===== src/rtl/core/cpsp_pkg.sv =====
// Shared types and constants for the circular pair-sum power block.
`timescale 1ns / 1ps

package cpsp_pkg;

    localparam int VALUE_W = 7;
    localparam int POWER_W = 31;
    localparam int MODULUS = 100;

    // floor(a / 100) == (a * RECIP_K) >> RECIP_SHIFT for a below 2^23
    localparam int RECIP_W = 24;
    localparam logic [RECIP_W-1:0] RECIP_K = 24'd10737419;
    localparam int RECIP_SHIFT = 30;

    localparam int Q_DEPTH = 4;
    localparam int Q_AW = 2;

    typedef struct packed {
        logic [VALUE_W-1:0] element_value;
        logic               element_last;
        logic [POWER_W-1:0] step_power;
    } t_in_word;

    typedef struct packed {
        logic [VALUE_W-1:0] result_value;
        logic               result_last;
    } t_out_word;

    // classified word: value already reduced, power already masked
    typedef struct packed {
        logic [VALUE_W-1:0] value;
        logic               last;
        logic [POWER_W-1:0] power;
    } t_q_word;

endpackage


===== src/rtl/core/circular_pair_sum_power_mod100_core.sv =====
// Top level of the circular pair-sum power block (mod 100).
//
// Input channel: one element word per handshake (i_in_valid / o_in_stall).
// Each word is stored; the word with element_last set also carries the
// power k and starts the computation on the stored vector (at most N_MAX
// elements, extra ones dropped). Output channel: n result words, the last
// one marked by result_last (o_out_valid / i_out_stall).
// Loading: one word per cycle through a short queue while the engine loads.
// Computing: for each of the bit positions up to the top set bit of k,
// one squaring and, for set bits, one vector product, both run on the
// shared multiply-accumulate unit. Output: each result word is read from
// the vector memory and loaded into the output register; a stalled
// receiver holds the output register and the engine waits, while the
// input queue keeps taking words until it is full.
// Reset (synchronous, active low) empties the queue and output register
// and clears the element count; no memory is cleared.
`timescale 1ns / 1ps

module circular_pair_sum_power_mod100_core
    import cpsp_pkg::*;
#(
    parameter int N_MAX      = 32,
    parameter int POWER_BITS = 31
) (
    input  logic      i_clk,
    input  logic      i_rst_n,
    input  logic      i_in_valid,
    output logic      o_in_stall,
    input  t_in_word  i_in_word,
    output logic      o_out_valid,
    input  logic      i_out_stall,
    output t_out_word o_out_word
);

    logic    f_valid, f_stall;
    t_q_word f_word;
    logic    q_valid, q_stall;
    t_q_word q_word;

    cpsp_front #(.POWER_BITS(POWER_BITS)) u_front (
        .i_clk(i_clk), .i_rst_n(i_rst_n),
        .i_valid(i_in_valid), .o_stall(o_in_stall), .i_word(i_in_word),
        .o_valid(f_valid), .i_stall(f_stall), .o_word(f_word)
    );

    cpsp_queue u_queue (
        .i_clk(i_clk), .i_rst_n(i_rst_n),
        .i_valid(f_valid), .o_stall(f_stall), .i_word(f_word),
        .o_valid(q_valid), .i_stall(q_stall), .o_word(q_word)
    );

    cpsp_back #(.N_MAX(N_MAX)) u_back (
        .i_clk(i_clk), .i_rst_n(i_rst_n),
        .i_valid(q_valid), .o_stall(q_stall), .i_word(q_word),
        .o_valid(o_out_valid), .i_stall(i_out_stall), .o_word(o_out_word)
    );

endmodule


===== src/rtl/core/cpsp_ram.sv =====
// Generic single-write, single-read RAM with registered read data.
`timescale 1ns / 1ps

module cpsp_ram #(
    parameter int WIDTH = 7,
    parameter int DEPTH = 32,
    localparam int AW = (DEPTH > 1) ? $clog2(DEPTH) : 1
) (
    input  logic             i_clk,
    input  logic             i_we,
    input  logic [AW-1:0]    i_waddr,
    input  logic [WIDTH-1:0] i_wdata,
    input  logic [AW-1:0]    i_raddr,
    output logic [WIDTH-1:0] o_rdata
);

    logic [WIDTH-1:0] r_mem [DEPTH];
    logic [WIDTH-1:0] r_rdata;

    always_ff @(posedge i_clk) begin
        if (i_we) begin
            r_mem[i_waddr] <= i_wdata;
        end
        r_rdata <= r_mem[i_raddr];
    end

    assign o_rdata = r_rdata;

endmodule


===== src/rtl/core/cpsp_front.sv =====
// Input stage: reduces the element mod 100 and masks the power.
`timescale 1ns / 1ps

module cpsp_front
    import cpsp_pkg::*;
#(
    parameter int POWER_BITS = 31
) (
    input  logic     i_clk,
    input  logic     i_rst_n,
    input  logic     i_valid,
    output logic     o_stall,
    input  t_in_word i_word,
    output logic     o_valid,
    input  logic     i_stall,
    output t_q_word  o_word
);

    logic    r_valid;
    t_q_word r_word;
    t_q_word w_cls;
    logic    w_accept;

    always_comb begin
        w_cls.value = (i_word.element_value >= VALUE_W'(MODULUS))
                    ? i_word.element_value - VALUE_W'(MODULUS)
                    : i_word.element_value;
        w_cls.last = i_word.element_last;
        for (int i = 0; i < POWER_W; i++) begin
            w_cls.power[i] = i_word.step_power[i] && (i < POWER_BITS);
        end
    end

    assign o_stall  = r_valid && i_stall;
    assign w_accept = i_valid && !o_stall;

    always_ff @(posedge i_clk) begin
        if (!i_rst_n) begin
            r_valid <= 1'b0;
        end else if (w_accept) begin
            r_valid <= 1'b1;
        end else if (!i_stall) begin
            r_valid <= 1'b0;
        end
    end

    always_ff @(posedge i_clk) begin
        if (w_accept) begin
            r_word <= w_cls;
        end
    end

    assign o_valid = r_valid;
    assign o_word  = r_word;

endmodule


===== src/rtl/core/cpsp_queue.sv =====
// Short word queue between the input stage and the compute engine.
`timescale 1ns / 1ps

module cpsp_queue
    import cpsp_pkg::*;
(
    input  logic    i_clk,
    input  logic    i_rst_n,
    input  logic    i_valid,
    output logic    o_stall,
    input  t_q_word i_word,
    output logic    o_valid,
    input  logic    i_stall,
    output t_q_word o_word
);

    t_q_word         r_mem [Q_DEPTH];
    logic [Q_AW-1:0] r_wptr;
    logic [Q_AW-1:0] r_rptr;
    logic [Q_AW:0]   r_count;
    logic            w_push;
    logic            w_pop;

    assign o_stall = (r_count == (Q_AW+1)'(Q_DEPTH));
    assign o_valid = (r_count != '0);
    assign w_push  = i_valid && !o_stall;
    assign w_pop   = o_valid && !i_stall;
    assign o_word  = r_mem[r_rptr];

    always_ff @(posedge i_clk) begin
        if (!i_rst_n) begin
            r_wptr  <= '0;
            r_rptr  <= '0;
            r_count <= '0;
        end else begin
            if (w_push) begin
                r_wptr <= r_wptr + 1'b1;
            end
            if (w_pop) begin
                r_rptr <= r_rptr + 1'b1;
            end
            if (w_push && !w_pop) begin
                r_count <= r_count + 1'b1;
            end else if (w_pop && !w_push) begin
                r_count <= r_count - 1'b1;
            end
        end
    end

    always_ff @(posedge i_clk) begin
        if (w_push) begin
            r_mem[r_wptr] <= i_word;
        end
    end

endmodule


===== src/rtl/core/cpsp_back.sv =====
// Compute engine: stores the vector, runs square-and-multiply, emits results.
`timescale 1ns / 1ps

module cpsp_back
    import cpsp_pkg::*;
#(
    parameter int N_MAX = 32
) (
    input  logic      i_clk,
    input  logic      i_rst_n,
    input  logic      i_valid,
    output logic      o_stall,
    input  t_q_word   i_word,
    output logic      o_valid,
    input  logic      i_stall,
    output t_out_word o_word
);

    localparam int AW    = (N_MAX > 1) ? $clog2(N_MAX) : 1;
    localparam int CW    = $clog2(N_MAX + 1);
    localparam int ACC_W = $clog2(N_MAX * 9801 + 1);
    localparam int QP_W  = ACC_W + RECIP_W;

    typedef enum logic [10:0] {
        S_LOAD  = 11'b00000000001,
        S_INIT  = 11'b00000000010,
        S_BIT   = 11'b00000000100,
        S_MAC   = 11'b00000001000,
        S_DRAIN = 11'b00000010000,
        S_RED   = 11'b00000100000,
        S_WRS   = 11'b00001000000,
        S_COPY  = 11'b00010000000,
        S_CEND  = 11'b00100000000,
        S_ORD   = 11'b01000000000,
        S_OLD   = 11'b10000000000
    } t_state;

    t_state r_state, n_state;
    logic [CW-1:0]      r_count, n_count;
    logic [CW-1:0]      r_n, n_n;
    logic [CW-1:0]      r_j, n_j;
    logic [CW-1:0]      r_t, n_t;
    logic [CW-1:0]      r_d, n_d;
    logic [POWER_W-1:0] r_pow, n_pow;
    logic               r_sq, n_sq;

    logic               r_v1, r_v2, r_cv;
    logic [CW-1:0]      r_cj;
    logic [13:0]        r_p;
    logic [ACC_W-1:0]   r_acc;
    logic [ACC_W-1:0]   r_q;
    logic               r_ov;
    t_out_word          r_out;

    logic               w_pop;
    logic               w_room;
    logic               w_take;
    logic [CW:0]        w_yidx;
    logic [QP_W-1:0]    w_qprod;
    logic [VALUE_W-1:0] w_rem;

    logic               v_we, ra_we, s_we;
    logic [AW-1:0]      v_wa, ra_wa, v_ra, ra_ra, rb_ra;
    logic [VALUE_W-1:0] v_wd, ra_wd, v_rd, ra_rd, rb_rd, s_rd;
    logic [VALUE_W-1:0] w_x, w_y;

    assign o_stall = (r_state != S_LOAD);
    assign w_pop   = i_valid && !o_stall;
    assign w_room  = (r_count < CW'(N_MAX));
    assign w_take  = !r_ov || !i_stall;

    // y index of the cyclic convolution: (d - t) mod n
    assign w_yidx = (r_d >= r_t) ? {1'b0, r_d} - {1'b0, r_t}
                                 : {1'b0, r_d} + {1'b0, r_n} - {1'b0, r_t};

    assign w_qprod = QP_W'(r_acc) * QP_W'(RECIP_K);
    assign w_rem   = VALUE_W'(r_acc - ACC_W'(r_q * ACC_W'(MODULUS)));

    always_comb begin
        n_state = r_state;
        n_count = r_count;
        n_n     = r_n;
        n_j     = r_j;
        n_t     = r_t;
        n_d     = r_d;
        n_pow   = r_pow;
        n_sq    = r_sq;
        unique case (r_state)
            S_LOAD: begin
                if (w_pop) begin
                    if (w_room) begin
                        n_count = r_count + 1'b1;
                    end
                    if (i_word.last) begin
                        n_n     = w_room ? r_count + 1'b1 : r_count;
                        n_pow   = i_word.power;
                        n_j     = '0;
                        n_state = S_INIT;
                    end
                end
            end
            S_INIT: begin
                n_j = r_j + 1'b1;
                if (r_j == r_n - 1'b1) begin
                    n_state = S_BIT;
                end
            end
            S_BIT: begin
                if (r_pow == '0) begin
                    n_j     = '0;
                    n_state = S_ORD;
                end else begin
                    n_sq    = !r_pow[0];
                    n_d     = '0;
                    n_t     = '0;
                    n_state = S_MAC;
                end
            end
            S_MAC: begin
                n_t = r_t + 1'b1;
                if (r_t == r_n - 1'b1) begin
                    n_state = S_DRAIN;
                end
            end
            S_DRAIN: begin
                if (!r_v1 && !r_v2) begin
                    n_state = S_RED;
                end
            end
            S_RED: begin
                n_state = S_WRS;
            end
            S_WRS: begin
                n_d = r_d + 1'b1;
                n_t = '0;
                if (r_d == r_n - 1'b1) begin
                    n_j     = '0;
                    n_state = S_COPY;
                end else begin
                    n_state = S_MAC;
                end
            end
            S_COPY: begin
                n_j = r_j + 1'b1;
                if (r_j == r_n - 1'b1) begin
                    n_state = S_CEND;
                end
            end
            S_CEND: begin
                if (!r_sq) begin
                    // vector product done, now square the row
                    n_sq    = 1'b1;
                    n_d     = '0;
                    n_t     = '0;
                    n_state = S_MAC;
                end else begin
                    n_pow   = r_pow >> 1;
                    n_state = S_BIT;
                end
            end
            S_ORD: begin
                n_state = S_OLD;
            end
            S_OLD: begin
                if (w_take) begin
                    n_j = r_j + 1'b1;
                    if (r_j == r_n - 1'b1) begin
                        n_count = '0;
                        n_state = S_LOAD;
                    end else begin
                        n_state = S_ORD;
                    end
                end
            end
            default: begin
                n_state = S_LOAD;
            end
        endcase
    end

    always_ff @(posedge i_clk) begin
        if (!i_rst_n) begin
            r_state <= S_LOAD;
            r_count <= '0;
            r_v1    <= 1'b0;
            r_v2    <= 1'b0;
            r_cv    <= 1'b0;
            r_ov    <= 1'b0;
        end else begin
            r_state <= n_state;
            r_count <= n_count;
            r_v1    <= (r_state == S_MAC);
            r_v2    <= r_v1;
            r_cv    <= (r_state == S_COPY);
            if (r_state == S_OLD && w_take) begin
                r_ov <= 1'b1;
            end else if (!i_stall) begin
                r_ov <= 1'b0;
            end
        end
    end

    always_ff @(posedge i_clk) begin
        r_n   <= n_n;
        r_j   <= n_j;
        r_t   <= n_t;
        r_d   <= n_d;
        r_pow <= n_pow;
        r_sq  <= n_sq;
        r_cj  <= r_j;
        if (r_v1) begin
            r_p <= 14'(w_x) * 14'(w_y);
        end
        if (r_state == S_BIT || r_state == S_WRS || r_state == S_CEND) begin
            r_acc <= '0;
        end else if (r_v2) begin
            r_acc <= r_acc + ACC_W'(r_p);
        end
        if (r_state == S_RED) begin
            r_q <= ACC_W'(w_qprod >> RECIP_SHIFT);
        end
        if (r_state == S_OLD && w_take) begin
            r_out.result_value <= v_rd;
            r_out.result_last  <= (r_j == r_n - 1'b1);
        end
    end

    assign o_valid = r_ov;
    assign o_word  = r_out;

    // memory ports
    assign w_x = r_sq ? ra_rd : v_rd;
    assign w_y = r_sq ? rb_rd : ra_rd;

    assign v_we  = (r_state == S_LOAD && w_pop && w_room) || (r_cv && !r_sq);
    assign v_wa  = r_cv ? r_cj[AW-1:0] : r_count[AW-1:0];
    assign v_wd  = r_cv ? s_rd : i_word.value;
    assign v_ra  = (r_state == S_ORD || r_state == S_OLD) ? r_j[AW-1:0] : r_t[AW-1:0];

    assign ra_we = (r_state == S_INIT) || (r_cv && r_sq);
    assign ra_wa = r_cv ? r_cj[AW-1:0] : r_j[AW-1:0];
    assign ra_wd = r_cv ? s_rd
                 : ((r_j == '0 || r_j == r_n - 1'b1) ? VALUE_W'(1) : '0);
    assign ra_ra = r_sq ? r_t[AW-1:0] : w_yidx[AW-1:0];
    assign rb_ra = w_yidx[AW-1:0];

    assign s_we  = (r_state == S_WRS);

    cpsp_ram #(.WIDTH(VALUE_W), .DEPTH(N_MAX)) u_vec (
        .i_clk(i_clk), .i_we(v_we), .i_waddr(v_wa), .i_wdata(v_wd),
        .i_raddr(v_ra), .o_rdata(v_rd)
    );

    cpsp_ram #(.WIDTH(VALUE_W), .DEPTH(N_MAX)) u_row_a (
        .i_clk(i_clk), .i_we(ra_we), .i_waddr(ra_wa), .i_wdata(ra_wd),
        .i_raddr(ra_ra), .o_rdata(ra_rd)
    );

    // second copy of the row so squaring reads two entries per cycle
    cpsp_ram #(.WIDTH(VALUE_W), .DEPTH(N_MAX)) u_row_b (
        .i_clk(i_clk), .i_we(ra_we), .i_waddr(ra_wa), .i_wdata(ra_wd),
        .i_raddr(rb_ra), .o_rdata(rb_rd)
    );

    cpsp_ram #(.WIDTH(VALUE_W), .DEPTH(N_MAX)) u_scratch (
        .i_clk(i_clk), .i_we(s_we), .i_waddr(r_d[AW-1:0]), .i_wdata(w_rem),
        .i_raddr(r_j[AW-1:0]), .o_rdata(s_rd)
    );

    a_count_bound: assert property (@(posedge i_clk) disable iff (!i_rst_n)
        r_count <= CW'(N_MAX))
        else $error("element count beyond capacity");

    a_mac_index: assert property (@(posedge i_clk) disable iff (!i_rst_n)
        (r_state == S_MAC) |-> (r_t < r_n))
        else $error("convolution index out of range");

    a_pipe_order: assert property (@(posedge i_clk) disable iff (!i_rst_n)
        r_v2 |-> $past(r_v1))
        else $error("product stage without a read");

    a_reduce_drained: assert property (@(posedge i_clk) disable iff (!i_rst_n)
        (r_state == S_RED) |-> (!r_v1 && !r_v2))
        else $error("reduction before accumulation finished");

endmodule

===== config.mk =====
export PLATFORM = sky130hd
export DESIGN_NAME = circular_pair_sum_power_mod100_core
export DESIGN_NICKNAME = d
export VERILOG_FILES = /design/src/rtl/core/cpsp_pkg.sv /design/src/rtl/core/circular_pair_sum_power_mod100_core.sv /design/src/rtl/core/cpsp_ram.sv /design/src/rtl/core/cpsp_front.sv /design/src/rtl/core/cpsp_queue.sv /design/src/rtl/core/cpsp_back.sv
export SDC_FILE = /design/constraint.sdc
export NUM_CORES = 2
export LEC_CHECK = 0
export ABC_AREA = 0
export BUFFER_PORTS_ARGS = -buffer_cell sky130_fd_sc_hd__buf_4
export CAP_MARGIN = 20
export CORE_AREA = 8 8 295 297
export CTS_CLUSTER_DIAMETER = 200
export DETAILED_ROUTE_END_ITERATION = 7
export DIE_AREA = 0 0 303 305
export HOLD_SLACK_MARGIN = 0.08
export MAX_ROUTING_LAYER = met4
export PLACE_DENSITY_LB_ADDON = 0.1
export RECOVER_POWER = 100
export REMOVE_ABC_BUFFERS = 1
export SLEW_MARGIN = 10
export SYNTH_ARGS = -nofsm -noshare
export SYNTH_HDL_FRONTEND = slang
export SYNTH_SLANG_ARGS = --single-unit

===== constraint.sdc =====
create_clock -name i_clk -period 6.65 [get_ports i_clk]
set_input_delay 0.3325 -clock i_clk [delete_from_list [all_inputs] [get_ports i_clk]]
set_output_delay 0.3325 -clock i_clk [all_outputs]
set_load 0.1 [all_outputs]

# == After elaboration in Yosys (flattened, before gate mapping) ==
# Memory sizes are Yosys's and may differ from the RTL's. A register that Yosys moved wholly into a read port is not among the register bits.
# Cells that the tools add are included.
# word_totals
regBits,183
ram_bits,1052
inputBits,43
output_inout_bits,10
elab_cells,191
n_memories,5
# op_classes
n_addsub,15
multipliers,3
magnitude_cmp,3
n_eq_ne,31
n_mux,60
reduce_logical,49
# mem_list
name,words,word_bits,read_ports,rd_ports_with_merged_regs,write_ports,line_no,text
u_back.u_row_a.r_mem,32,7,1,1,1,cpsp_ram.sv:17,logic [WIDTH-1:0] r_mem [DEPTH];
u_back.u_row_b.r_mem,32,7,1,1,1,cpsp_ram.sv:17,
u_back.u_scratch.r_mem,32,7,1,1,1,cpsp_ram.sv:17,
u_back.u_vec.r_mem,32,7,1,1,1,cpsp_ram.sv:17,
u_queue.r_mem,4,39,1,1,1,cpsp_queue.sv:17,t_q_word r_mem [Q_DEPTH];
# ops
op,n
one-hot mux 11 bit (11 select lines),1
2-to-1 mux 31 bit,3
2-to-1 mux 11 bit,7
2-to-1 mux 6 bit,11
one-hot mux 31 bit (2 select lines),1
multiplier 19 x 24 -> 43 bit (second input constant),1
2-to-1 mux 7 bit,5
logical NOT 31 bit,1
one-hot mux 6 bit (5 select lines),1
2-to-1 mux 5 bit,5
adder 6 x 1 -> 6 bit (second input constant),4
one-hot mux 6 bit (4 select lines),1
2-to-1 mux 10 bit,2
adder 19 x 14 -> 19 bit,1
== test 6 bit,3
one-hot mux 6 bit (3 select lines),1
inequality test 2 x 1 -> 1 bit (second input constant),8
multiplier 7 x 7 -> 14 bit,1
2-to-1 mux 1 bit,14
inequality test 2 bit (second input constant),7
multiplier 13 x 5 -> 5 bit (second input constant),1
logical AND 1 bit,12
one-hot mux 6 bit (2 select lines),1
== test 11 x 1 -> 1 bit (second input constant),1
other kinds (41),68

# == Logic depth before layout (Yosys ltp) ==
# logic_depth
ltp_word,8
mapped_depth,23
mapped_depth_nobuf,22

# == By module ==
# From an unflattened synthesis, not the netlist that was laid out.
# hier_totals
cells_unflattened,3359
area_unflattened_um2,58363.5
# by_module_without_submodules
mod,n_inst,cells_each,area_per_inst_um2,seq_area_each_um2
cpsp_ram,4,370,8833.5,6866.6
cpsp_back,1,1561,15579.9,3393.3
cpsp_queue,1,254,6099.6,4864.7
cpsp_front,1,64,1350.0,1191.1

# == Worst setup path before layout ==
# OpenSTA, ideal clock, no wires.
# synth_path
path_kind,flip-flop to flip-flop
startpoint,register u_back.r_acc[1]
endpoint,register u_back.r_q[4] (data pin)
setup_ns,0.260
t_arrival_ns,5.906
t_required_ns,6.390
setup_slack_ns,0.484
path_stages_with_launch,21
n_path_buf,0
synth_period_minus_slack_ns,6.166
path_cell_list,dfxtp_1 -> fa_1 -> inv_1 -> fa_1 -> fa_1 -> inv_1 -> fa_1 -> fa_1 -> inv_1 -> fa_1 -> inv_1 -> ha_1 -> a21oi_1 -> nor2_1 -> a2111oi_0 -> o31a_1 -> nor3_1 -> o41a_1 -> a21o_1 -> a21oi_1 -> xnor2_1
# synth_between
elab_chain_cells,1
# synth_lines
element,line_no,text
from (decl),cpsp_back.sv:50,logic [ACC_W-1:0] r_acc;
from (signal assigned),cpsp_back.sv:217,r_acc <= r_acc + ACC_W'(r_p);
multiplier 19 x 24 -> 43 bit,cpsp_back.sv:76,assign w_qprod = QP_W'(r_acc) * QP_W'(RECIP_K);
net u_back.w_qprod[34],cpsp_back.sv:59,logic [QP_W-1:0] w_qprod;
to (signal assigned),cpsp_back.sv:220,r_q <= ACC_W'(w_qprod >> RECIP_SHIFT);
to (decl),cpsp_back.sv:51,logic [ACC_W-1:0] r_q;
# The timed path passes the listed nets, and every way through them passes these cells.
# A chain may end at the register's enable or synchronous reset.

# == Final worst setup path ==
# layout_path
startpoint,register u_back.r_acc[13]
endpoint,register u_back.r_q[4] (data pin)
# The elaborated chain is that of the path after synthesis.

==> impl_metrics.csv <==
group,metric,value,unit
drt,drt-met1-wl,51700,um
synthesis,synthTopCellsByArea,"edfxtp_1 55%, fa_1 7.0%, mux4_2 6.5%, ha_1 5.5%, mux2i_1 5.4%",
global_route,grt_usage,27.7,%
sta,fmax,160,MHz
synthesis,syn_area_per_cell,14.4,um^2
synthesis,yosysUniqueCellTypes,83,
global_route,grt_pass1_vias,31700,
worst_hold_path,holdCritStartpoint,"i_in_word[34]",
worst_setup_path,r2r_start,"u_back.r_acc[13]$_SDFFE_PP0P_",
clock_network,cts_made_buffers,102,
worst_setup_path,startpoint_type,"register",
clock_network,cts_tree,"yes",
synthesis,synth-seq-cells,1033,
floorplanning,coreArea,0.0826,mm^2
drt,wire_per_inst,25.0,um
sta,hold_violations,0,
drt,wl_met2,59900,um
global_route,grt_pass1_wl,190000,um
outcome,violations,"max-capacitance violations, max-slew violations",
worst_setup_path,critPathCaptureType,"register",
pwr,power_density,433,mW/mm^2
worst_hold_path,hold_path_depth,3,
floorplanning,dieArea,0.0924,mm^2
synthesis,yosys.area.top_type,"edfxtp_1",
drt,firstDrtPassIters,5,
worst_setup_path,r2r_end,"u_back.r_q[4]$_DFFE_PP_",
sta,fin_crit,6240,ps
synthesis,syn_area,0.0520,mm^2
placed_design,place_ws,425,ps
drt,detail_route.vias_per_cell,6.16,
pwr,vdd_drop_max,0.790,mV
global_route,grt_max_degree,85,
clock_network,clk_pin_slew,60,ps
drt,antenna_left,0,
sta,timing.final.ws_setup,414,ps
outcome,outcome,"finished, violations left",
layout,ff_latch_area,0.0302,mm^2
clock_network,clock-root-buffer,"clkbuf_16",
sta,worstMarginPinSlew,2240,ps
job,maxCapViolCount,23,
synthesis,synth_edf_count,950,
drt,drt_drc_violations_left,0,
sta,finalSetupViolations,0,
worst_hold_path,holdPathEnd,"u_front.o_word[34]$_DFFE_PP_",
drt,routed_wl,123000,um
clock_network,cts_setup_buffers,0,
sta,final_max_slew_viol_count,756,
clock_network,clock_latency,700,ps
worst_setup_path,reg2reg_depth,19,
synthesis,yosysSeqAreaShare,58.0,%
floorplanning,io_pins,53,
floorplanning,die_height,305,um
floorplanning,fp.dieW,303,um
layout,fill_cells,5531,
layout,final_nets,4204,
sta,fin_hold_ws,165,ps
synthesis,async_flop_share,0,%
drt,topRoutingLayerUsed,"met4",
synthesis,synth_top_area_share,54.8,%
worst_setup_path,crit_fanout,7,
sta,fin_skew,59.9,ps
layout,area_growth,10.6,%
worst_setup_path,worst_ep_required_time,7040,ps
worst_setup_path,r2r_slack,410,ps
sta,fin_crit_sh,93.8,%
clock_network,cts_resized,0,
synthesis,synth_common_cells,"950 x edfxtp_1, 372 x inv_1, 321 x nand2_1, 279 x mux2i_1, 229 x ha_1",
synthesis,synth_warnings,0,
synthesis,synth.most_common_cell,"edfxtp_1",
placed_design,gp_congestion,0.914,
sta,rsz0062_at_grt,"false",
layout,layout-drive-gt1-share,12.2,%
floorplanning,initial_utilization,63.0,%
placed_design,port_buffers,52,
global_route,grt_overflow,0,
clock_network,cts_sinks,1033,
synthesis,synth_cells,3616,
worst_setup_path,timing_worst_setup_path_type,"register to register",
synthesis,synth_ff_type,"edfxtp_1",
global_route,antenna_found_initial,5,
placed_design,dp_hpwl,84600,um
clock_network,clockBufferDepth,3,
worst_hold_path,hold_path.class,"input pin to register",
floorplanning,placementRows,106,
sta,max_slew_margin,-49.4,%
drt,num_vias,30300,
drt,met3_length,7350,um
clock_network,htreeDepth,3,
layout,multi_input_area,0.0199,mm^2
drt,drt_iter0_drc,2797,
pwr,leakagePower,22.2,nW
worst_setup_path,arrival,6630,ps
-- logic make-up (layout without fill, tap and decap cells) --
family          Yosys count  in the layout  synth area share [%]
fa+ha+maj               410            410                  12.5
other cells               0              6                     0
mux                     492            492                  13.2
flops                  1033           1033                  58.0
buf+inv                 509            730                  3.88
xor+xnor                 91             91                  1.55
simple gates            796            796                  6.90
compound gates          285            285                  3.94
-- worst max-delay path, cell delays in order (launching register included) --
cell	delay (ps)
dfxtp_1	550
inv_1	140
fa_1	570
inv_1	90
fa_1	500
fa_1	520
fa_1	430
fa_1	520
inv_1	50
fa_1	500
inv_1	50
ha_1	290
nand4_1	170
nor4_1	520
a221o_1	240
a41o_1	150
o41a_1	300
a21o_1	190
a21oi_1	80
xnor2_1	120
-- worst max-delay path by stage --
stage / from / cells after the start / to / slack [ps]
6_report: u_back.r_acc[13]$_SDFFE_PP0P_ / 19 / u_back.r_q[4]$_DFFE_PP_ / 410
5_1_grt: u_back.r_acc[4]$_SDFFE_PP0P_ / 20 / u_back.r_q[4]$_DFFE_PP_ / 160
4_1_cts: u_back.r_acc[4]$_SDFFE_PP0P_ / 20 / u_back.r_q[4]$_DFFE_PP_ / 380
3_5_place_dp: u_back.r_acc[4]$_SDFFE_PP0P_ / 20 / u_back.r_q[4]$_DFFE_PP_ / 420
3_3_place_gp: u_back.r_acc[4]$_SDFFE_PP0P_ / 20 / u_back.r_q[4]$_DFFE_PP_ / 540
2_1_floorplan: u_back.r_d[1]$_SDFFCE_PN0P_ / 11 / u_back.u_row_b.o_rdata[0]$_DFF_P_ / -8090
-- stage by stage --
step / utilization [%] / power (mW) / TNS (ps) / cell area, um^2 / instances
detailed placement: 65.2 / 19.0 / 0 / 53800 / 4678
global placement: 65.1 / 18.8 / 0 / 53800 / 4676
finish: 69.6 / 24.9 / 0 / 57500 / 4923
global route: 69.6 / 26.6 / 0 / 57500 / 4922
floorplan: - / 16.1 / -78410 / 51400 / 3482
CTS: 69.9 / 25.1 / 0 / 57800 / 4910
-- layout make-up --
class / instances / area share, %
inverter: 375 / 2.45
antenna: 6 / 0.0261
timing repair buffer: 165 / 2.10
tap: 1080 / 2.35
clock buffer: 133 / 4.76
clock inverter: 57 / 1.33
sequential: 1033 / 52.5
multi-input combinational: 2074 / 34.5
-- metal layers --
layer	vias to the layer above	GRT usage (%)
met2	1155	43.6
met5	-	-
li1	13500	-
met3	240	3.54
met4	0	8.69
met1	15500	38.0
-- registers in the layout, indices dropped and copies added (netlist names), 14 cells and up, named ones only --
name,cells
u_back.r_p,14
u_back.u_vec.r_mem,224
u_back.u_scratch.r_mem,224
u_front.o_word,39
u_back.u_row_b.r_mem,224
u_queue.r_mem,156
u_back.r_pow,31
u_back.r_acc,19
-- cell usage in the layout, fill, tap and decap left out, drive strengths merged, types with 11 or more instances in the layout --
cell | Yosys | final
xor2 | 25 | 25
nand4 | 17 | 17
nand2b | 18 | 18
nor2 | 211 | 211
nor4 | 14 | 14
o31ai | 12 | 12
bufinv | 0 | 13
mux2i | 279 | 279
mux4 | 151 | 151
a211oi | 11 | 11
dfxtp | 83 | 83
clkbuf | 62 | 211
or3 | 12 | 12
a31oi | 23 | 23
and2 | 21 | 21
mux2 | 62 | 62
nand2 | 321 | 321
fa | 181 | 181
nor3 | 26 | 26
a21o | 31 | 31
nor2b | 16 | 16
xnor2 | 66 | 66
edfxtp | 950 | 950
nand3 | 101 | 101
clkinv | 2 | 38
buf | 72 | 45
inv | 373 | 379
a21oi | 56 | 56
o21ai | 33 | 33
ha | 229 | 229
dlygate4sd3 | 0 | 42
a32oi | 30 | 30
a21boi | 16 | 16
and3 | 13 | 13
-- report_power, final --
group | switching [mW] | internal, mW | total (mW)
clock network | 2.51 | 3.45 | 5.96
logic | 6.30 | 4.54 | 10.8
registers | 0.226 | 7.89 | 8.12
-- what timing repair did --
action / in CTS / in global routing
setup endpoints to repair: 0 / 0
hold endpoints to repair: 51 / 0
hold buffers: 42 / 0
No activity file was read; power rests on OpenSTA's default activity.
